==> config.mk <==
export PLATFORM = sky130hd
export DESIGN_NAME = hgt_front
export DESIGN_NICKNAME = d
export VERILOG_FILES = /design/src/hdl/hypergeometric_tail_p_value_unit_macros.svh /design/src/hdl/hgt_pkg.sv /design/src/hdl/hgt_front.sv
export SDC_FILE = /design/constraint.sdc
export NUM_CORES = 1
export LEC_CHECK = 0
export BUFFER_PORTS_ARGS = -buffer_cell sky130_fd_sc_hd__buf_2
export CORE_ASPECT_RATIO = 1.75
export CORE_MARGIN = 5
export CORE_UTILIZATION = 48
export CTS_BUF_LIST = sky130_fd_sc_hd__clkbuf_16
export DETAILED_ROUTE_END_ITERATION = 16
export PLACE_DENSITY = 0.69
export RECOVER_POWER = 100
export SLEW_MARGIN = 20
export SYNTH_ARGS = -nofsm -noshare
export SYNTH_HDL_FRONTEND = slang
export SYNTH_SLANG_ARGS = --single-unit
==> constraint.sdc <==
create_clock -name clk -period 3.2 [get_ports clk]
set_clock_uncertainty 0.1 [all_clocks]
set_input_delay 0.64 -clock clk [delete_from_list [all_inputs] [get_ports clk]]
set_output_delay 0.64 -clock clk [all_outputs]
set_load 0.005 [all_outputs]
==> src/hdl/hypergeometric_tail_p_value_unit_macros.svh <==
// Assertion macros shared by the hypergeometric tail unit.
`ifndef HYPERGEOMETRIC_TAIL_P_VALUE_UNIT_MACROS_SVH
`define HYPERGEOMETRIC_TAIL_P_VALUE_UNIT_MACROS_SVH
`ifndef NO_ASSERTIONS
// Check a property on every rising clock edge outside reset.
`define HGT_ASSERT(lbl, clk, rst_n, prop) \
	lbl: assert property (@(posedge clk) disable iff (!rst_n) prop) \
		else $error("hgt: property failed");
// Check that a condition never holds outside reset.
`define HGT_NEVER(lbl, clk, rst_n, cond) \
	lbl: assert property (@(posedge clk) disable iff (!rst_n) !(cond)) \
		else $error("hgt: forbidden condition seen");
`else
`define HGT_ASSERT(lbl, clk, rst_n, prop)
`define HGT_NEVER(lbl, clk, rst_n, cond)
`endif
`endif

==> src/hdl/hgt_pkg.sv <==
`default_nettype none
package hgt_pkg;
	localparam int FIELD_W   = 6;
	localparam int COEF_W    = 60;
	localparam int HALF_W    = 30;
	localparam int FRAC_BITS = 16;
	localparam int P_W       = FRAC_BITS + 1;
	localparam int QDEPTH    = 2;
	localparam logic [P_W-1:0] ONE_FIXED = P_W'(1) << FRAC_BITS;

	typedef logic [FIELD_W-1:0] fld_t;
	typedef logic [COEF_W-1:0]  coef_t;

	// Classified query handed from the front to the back.
	typedef struct packed {
		logic bad;
		logic upper;
		logic none;   // summed range is empty
		fld_t lo;
		fld_t hi;
		fld_t n;
		fld_t m;
		fld_t pop;
	} hgt_desc_t;

	typedef struct packed {
		logic      valid;
		hgt_desc_t desc;
	} hgt_q_out_t;
endpackage
`default_nettype wire

==> src/hdl/hgt_front.sv <==
`default_nettype none
module hgt_front #(
	parameter int MAX_POP = 64
) (
	input  wire                 clk,
	input  wire                 arst_n,
	input  wire hgt_pkg::fld_t  threshold,
	input  wire hgt_pkg::fld_t  draws,
	input  wire hgt_pkg::fld_t  successes,
	input  wire hgt_pkg::fld_t  population,
	input  wire                 accept,
	output logic                q_full,
	output hgt_pkg::hgt_q_out_t head,
	input  wire                 deq
);
	import hgt_pkg::*;

	localparam int PW = $clog2(QDEPTH);

	hgt_desc_t             cls;
	logic [FIELD_W:0]      nm;
	logic [FIELD_W:0]      pop_w;
	fld_t                  floor_lo;
	fld_t                  min_nm;
	fld_t                  k_m1;
	logic                  upper;
	hgt_desc_t             q_mem_q [QDEPTH];
	logic [PW-1:0]         wr_ptr_q;
	logic [PW-1:0]         rd_ptr_q;
	logic [PW:0]           count_q;

	// Classify: pick tail, then bound the index range by both stop rules.
	always_comb begin
		pop_w    = {1'b0, population};
		nm       = {1'b0, draws} + {1'b0, successes};
		floor_lo = (nm > pop_w) ? FIELD_W'(nm - pop_w) : '0;
		min_nm   = (draws < successes) ? draws : successes;
		k_m1     = threshold - FIELD_W'(1);
		upper    = ({1'b0, draws} + (FIELD_W+1)'(1)) < {threshold, 1'b0};
		cls      = '0;
		cls.bad  = (draws > population) || (successes > population)
			|| (pop_w >= (FIELD_W+1)'(MAX_POP));
		cls.upper = upper;
		cls.n    = draws;
		cls.m    = successes;
		cls.pop  = population;
		cls.lo   = floor_lo;
		cls.hi   = min_nm;
		if (upper) begin
			cls.lo = (threshold > floor_lo) ? threshold : floor_lo;
		end else if (k_m1 < min_nm) begin
			cls.hi = k_m1;
		end
		cls.none = (cls.lo > cls.hi) || (!upper && threshold == '0);
	end

	assign q_full     = (count_q == (PW+1)'(QDEPTH));
	assign head.valid = (count_q != '0);
	assign head.desc  = q_mem_q[rd_ptr_q];

	// Hold classified items until the back takes them.
	always_ff @(posedge clk or negedge arst_n) begin
		if (!arst_n) begin
			wr_ptr_q <= '0;
			rd_ptr_q <= '0;
			count_q  <= '0;
		end else begin
			if (accept) begin
				q_mem_q[wr_ptr_q] <= cls;
				wr_ptr_q <= (wr_ptr_q == PW'(QDEPTH-1)) ? '0 : wr_ptr_q + PW'(1);
			end
			if (deq) begin
				rd_ptr_q <= (rd_ptr_q == PW'(QDEPTH-1)) ? '0 : rd_ptr_q + PW'(1);
			end
			if (accept && !deq) begin
				count_q <= count_q + (PW+1)'(1);
			end else if (deq && !accept) begin
				count_q <= count_q - (PW+1)'(1);
			end
		end
	end
endmodule
`default_nettype wire

Word-level counts from Yosys, hierarchy flattened
Memory sizes are Yosys's and may differ from the RTL's.
Index checks and enable logic that the tools add are counted.

storage, ports and cells
  word-level logic and storage cells = 45
  register bits after elaboration = 4
  RAM bits = 66
  input port bits = 28
  memories = 1
  output and inout bits = 35

memories
  memory   words  width  rd ports  clocked after Yosys merged registers in  wr ports  line             source
  q_mem_q  2      33     1         0                                        1         hgt_front.sv:27  hgt_desc_t q_mem_q [QDEPTH];

operators by class
  order comparisons = 8
  reduce and logical (&&, ||, !) cells = 12
  $add $sub $neg = 8
  equality and inequality tests = 1
  multiplexer cells = 12

operators with widths
  operator                                          number
  2-to-1 mux 6 bit                                  6
  > comparator 6 bit                                4
  < comparator 6 bit                                2
  adder 6 x 1 -> 7 bit, second input constant       1
  adder 6 x 6 -> 7 bit                              1
  > comparator 7 x 6 -> 1 bit                       1
  < comparator 7 bit                                1
  zero test 6 bit                                   1
  subtractor 6 x 1 -> 6 bit, second input constant  1
  subtractor 6 bit                                  1
  logical AND 1 bit                                 4
  2-to-1 mux 1 bit                                  4
  2-to-1 mux 2 bit                                  2
  nonzero test 2 bit                                2
  zero test 1 bit                                   3
  adder 1 bit, second input constant                2
  adder 2 x 1 -> 2 bit, second input constant       1
  == test 2 bit, second input constant              1
  logical OR 1 bit                                  2
  subtractor 2 x 1 -> 2 bit, second input constant  1

Logic depth before layout (Yosys ltp)
  depth in word-level cells = 8
  gate-level depth with buffers = 25
  mapped depth without buffers = 25

Worst setup path after synthesis
OpenSTA, ideal clock, no wires.

  kind = input -> register
  start = in successes[1]
  end = mem q_mem_q[0][30] (netlist name) (data pin)
  path slack = -1.967 ns
  arrival = 4.796 ns
  path buffers = 0
  stages = 24
  required time = 2.829 ns
  cells stage by stage = inv_1 -> ha_1 -> o21bai_1 -> a21oi_1 -> o21bai_1 -> a21oi_1 -> xnor2_1 -> ha_1 -> and4_1 -> a32oi_1 -> a21oi_1 -> or3_1 -> ha_1 -> nand4_1 -> o21ai_0 -> a21oi_4 -> mux2i_1 -> ha_1 -> nor2b_1 -> o21a_1 -> o21ai_0 -> nand2b_1 -> a211oi_1 -> o21ai_0

RTL lines
  what         line             source
  from (decl)  hgt_front.sv:9   input wire hgt_pkg::fld_t successes,
  to (decl)    hgt_front.sv:27

==> results.sh <==
export IMPL_outcome="finished, violations left"
export IMPL_violations="max-capacitance violations, max-slew violations, negative setup slack"
export IMPL_netlist_instances=354
export IMPL_post_route_period_util_pct=151
export IMPL_synth_seq_cells=70
export IMPL_synth_seq_area_share_pct=47.1
export IMPL_max_freq_mhz=207
export IMPL_slowest_stage="or3_4"
export IMPL_syn_to_final_growth_pct=44.9
export IMPL_total_power_mw=4.20
export IMPL_cts_buffers_inserted=9
export IMPL_drt_first_pass_iters=4
export IMPL_ff2ff_setup_slack_ns=0.73
export IMPL_dieArea_um2=11300
export IMPL_gp_congestion=0.916
export IMPL_synth_cell_type_count=43
export IMPL_startpoint_type="input port"
export IMPL_num_vias=3460
export IMPL_dpl_cell_count=633
export IMPL_power_leakage_nw=2.68
export IMPL_fp_dieH_um=137
export IMPL_hold_viol_final=0
export IMPL_nets=628
export IMPL_reg2regPathDepth=2
export IMPL_dieWidth_um=82.6
export IMPL_fillers=699
export IMPL_grt_overflow_total=0
export IMPL_criticalPathCategory="input port to flip-flop"
export IMPL_synth_fa_ha_area_share_pct=16.5
export IMPL_cp_slowest_stage_delay_ns=0.43
export IMPL_critPathArrivalTime_ns=4.80
export IMPL_rsz0062_at_grt="true"
export IMPL_antenna_found_initial=0
export IMPL_dpl_instance_area_um2=5750
export IMPL_cts_sinks=70
export IMPL_yosysTopAreaCellShare_pct=44.8
export IMPL_synthSimpleGateAreaFrac_pct=7.07
export IMPL_drive_above_1_share_pct=45.1
export IMPL_endpoint_kind="flip-flop"
export IMPL_cts_hold_buffers_added=0
export IMPL_ir_drop_v=0.000443
export IMPL_r2r_end="q_mem_q[1][6]"
export IMPL_cap_viol_max_count=1
export IMPL_tightest_slew_ns=1.99
export IMPL_grt_max_degree=34
export IMPL_synth_ff_type="edfxtp_1"
export IMPL_p_per_area_nw_per_um2=656
export IMPL_fin_crit_ns=4.83
export IMPL_drtAntennaViolNets=0
export IMPL_fin_cells=668
export IMPL_synth_area_mux_share_pct=12.8
export IMPL_r2r_start="wr_ptr_q"
export IMPL_grt_pass1_vias=3779
export IMPL_async_flop_share_pct=5.71
export IMPL_pre_cts_ws_ns=-2.22
export IMPL_syn_area_um2=4420
export IMPL_setup_viol=26
export IMPL_boundaryPins=63
export IMPL_synth_net_count=439
export IMPL_wl_per_cell_um=16.9
export IMPL_fin_area_um2=6410
export IMPL_clockRootBuffer="clkbuf_16"
export IMPL_max_slew_margin_pct=-32.7
export IMPL_grt_pass1_wl_um=17700
export IMPL_rows=46
export IMPL_crit_path_cell_trace="clkbuf_1 > ha_4 > o21bai_1 > a21oi_2 > xnor2_1 > ha_1 > and4_1 > a32oi_2 > a21oi_1 > or3_4 > ha_4 > o2111ai_4 > a21oi_4 > mux2i_2 > ha_1 > nor2b_1 > o21a_1 > o21ai_1 > nand2b_1 > a211oi_2 > o21ai_2"
export IMPL_min_path_type="input port to asynchronous set/reset pin"
export IMPL_synth_top_cells_by_area="edfxtp_1 (45%), ha_1 (16%), mux2_2 (8.7%)"
export IMPL_drt_initial_drc_count=124
export IMPL_slew_viol_final=34
export IMPL_synth_area_leader_cell="edfxtp_1"
export IMPL_htree_num_levels=3
export IMPL_clock_latency_ns=0.32
export IMPL_cts_tree="built"
export IMPL_synth_compound_area_share_pct=9.28
export IMPL_critPathMaxFanout=4
export IMPL_initial_core_util_pct=48.9
export IMPL_syn_avg_cell_area_um2=12.5
export IMPL_fin_ws_ns=-1.63
export IMPL_dpl_hpwl_um=8690
export IMPL_clk_pin_slew_ns=0.06
export IMPL_core_um2=9040
export IMPL_port_buffers=62
export IMPL_clockBufferDepth=2
export IMPL_synth_top_family_by_area="adder cells"
export IMPL_setup_tns_ns=-18.19
export IMPL_synth_edf_count=66
export IMPL_viasPerCell=5.18
export IMPL_yosys_area_share_xor_xnor_pct=3.76
export IMPL_antenna_cells=0
export IMPL_drc=0
export IMPL_wl_um=11300
export IMPL_yosysWarnings=0
export IMPL_grt_total_usage_pct=21.2
export IMPL_worstPathRequired_ns=3.17
-- report_power, final --
part           switching (mW)  internal [mW]
Sequential             0.0419           1.19
Combinational           0.883           1.02
Clock                   0.380          0.684
-- worst max-delay path, delay by kind of cell --
kind	cells	cell delay [ns]
buf+inv	1	0.29
compound gates	10	1.47
simple gates	4	0.83
xor+xnor	1	0.13
fa+ha+maj	4	1.16
mux	1	0.27
-- final cells by class --
cell class	count	area [um^2]	share of cell area, %
clock buffer	9	225	3.51
inverter	33	149	2.32
multi-input combinational	245	2530	39.4
timing repair buffer	184	1180	18.4
tap	120	150	2.34
sequential	70	2080	32.5
clock inverter	7	96.3	1.50
-- worst max path at each step --
stage                       from             end  slack (ns)
floorplan           successes[1]  q_mem_q[0][30]       -1.76
global placement    successes[1]  q_mem_q[0][30]       -2.04
global route            draws[0]  q_mem_q[0][30]       -1.87
detailed placement  successes[1]  q_mem_q[1][30]       -2.22
finish                  draws[3]  q_mem_q[1][30]       -1.63
CTS                 successes[1]  q_mem_q[1][30]       -1.65
-- synthesized netlist by cell type (2+ instances only) --
cell type / instances
o21a_1: 4
xnor2_1: 12
clkbuf_1: 4
edfxtp_1: 66
o21bai_1: 3
a21o_1: 5
or2_2: 2
nand3_1: 5
nor3_1: 2
fa_1: 2
mux2_2: 34
mux2_4: 5
nand4_1: 6
mux2i_1: 11
nand2_1: 12
and3_1: 4
o2111ai_1: 2
o21ai_0: 9
inv_1: 33
dfrtp_1: 4
o22ai_1: 4
ha_1: 55
o31ai_1: 2
nand2b_1: 6
nor2b_1: 6
a21oi_1: 16
xor2_1: 7
a211oi_1: 5
nor2_1: 14
-- cells in the final DEF, fill, tap and decap left out, drive strengths merged, types with 3 or more instances in the layout --
cell    count
inv        34
nor2       14
nand2      12
a211oi      5
a21o        5
xor2        7
ha         55
mux2i      11
nand4       6
nand3       5
o21a        5
edfxtp     66
nand2b      6
dfrtp       4
mux2       39
clkinv      4
a21oi      17
and3        4
xnor2      12
o22ai       4
o21ai       9
o21bai      3
nor2b       6
buf       126
clkbuf     67
-- registers in the layout, indices dropped and copies added, names as in the netlist --
| signal | flops |
|---|---|
| q_mem_q | 66 |
| wr_ptr_q | 1 |
| rd_ptr_q | 1 |
| count_q | 2 |
-- logic make-up (layout without fill, tap and decap cells) --
family                     Yosys count  in the layout
and+or+nand+nor                     61             61
adders and majority gates           57             57
DFF                                 70             70
AOI/OAI and AO/OA                   58             58
xor gates and xnor gates            19             19
buffers and inverters               39            233
muxes                               50             50
-- timing repair --
item / 4_1_cts / 5_1_grt
endpoints found under the setup margin: 26 / 26
endpoints found under the hold margin: 0 / 0
gates cloned: 1 / 0
pin swaps: 30 / 20
resized for setup: 49 / 23
setup buffers: 15 / 7
-- through the flow --
| stage | util, % | hold WS (ns) |
|---|---|---|
| floorplan | - | 0.244 |
| global placement | 63.6 | 0.357 |
| detailed placement | 63.6 | 0.362 |
| CTS | 70.5 | 0.0114 |
| global route | 70.9 | 0.0791 |
| finish | 70.9 | 0.0639 |
-- layer usage --
metal,global-route usage [%],routed length (um),vias to the layer above
met5,0,0,-
met4,13.3,700,0
met3,3.23,269,39
met2,39.9,6520,67
met1,20.4,3780,1658
li1,-,-,1696
No activity file was read; power rests on OpenSTA's default activity.
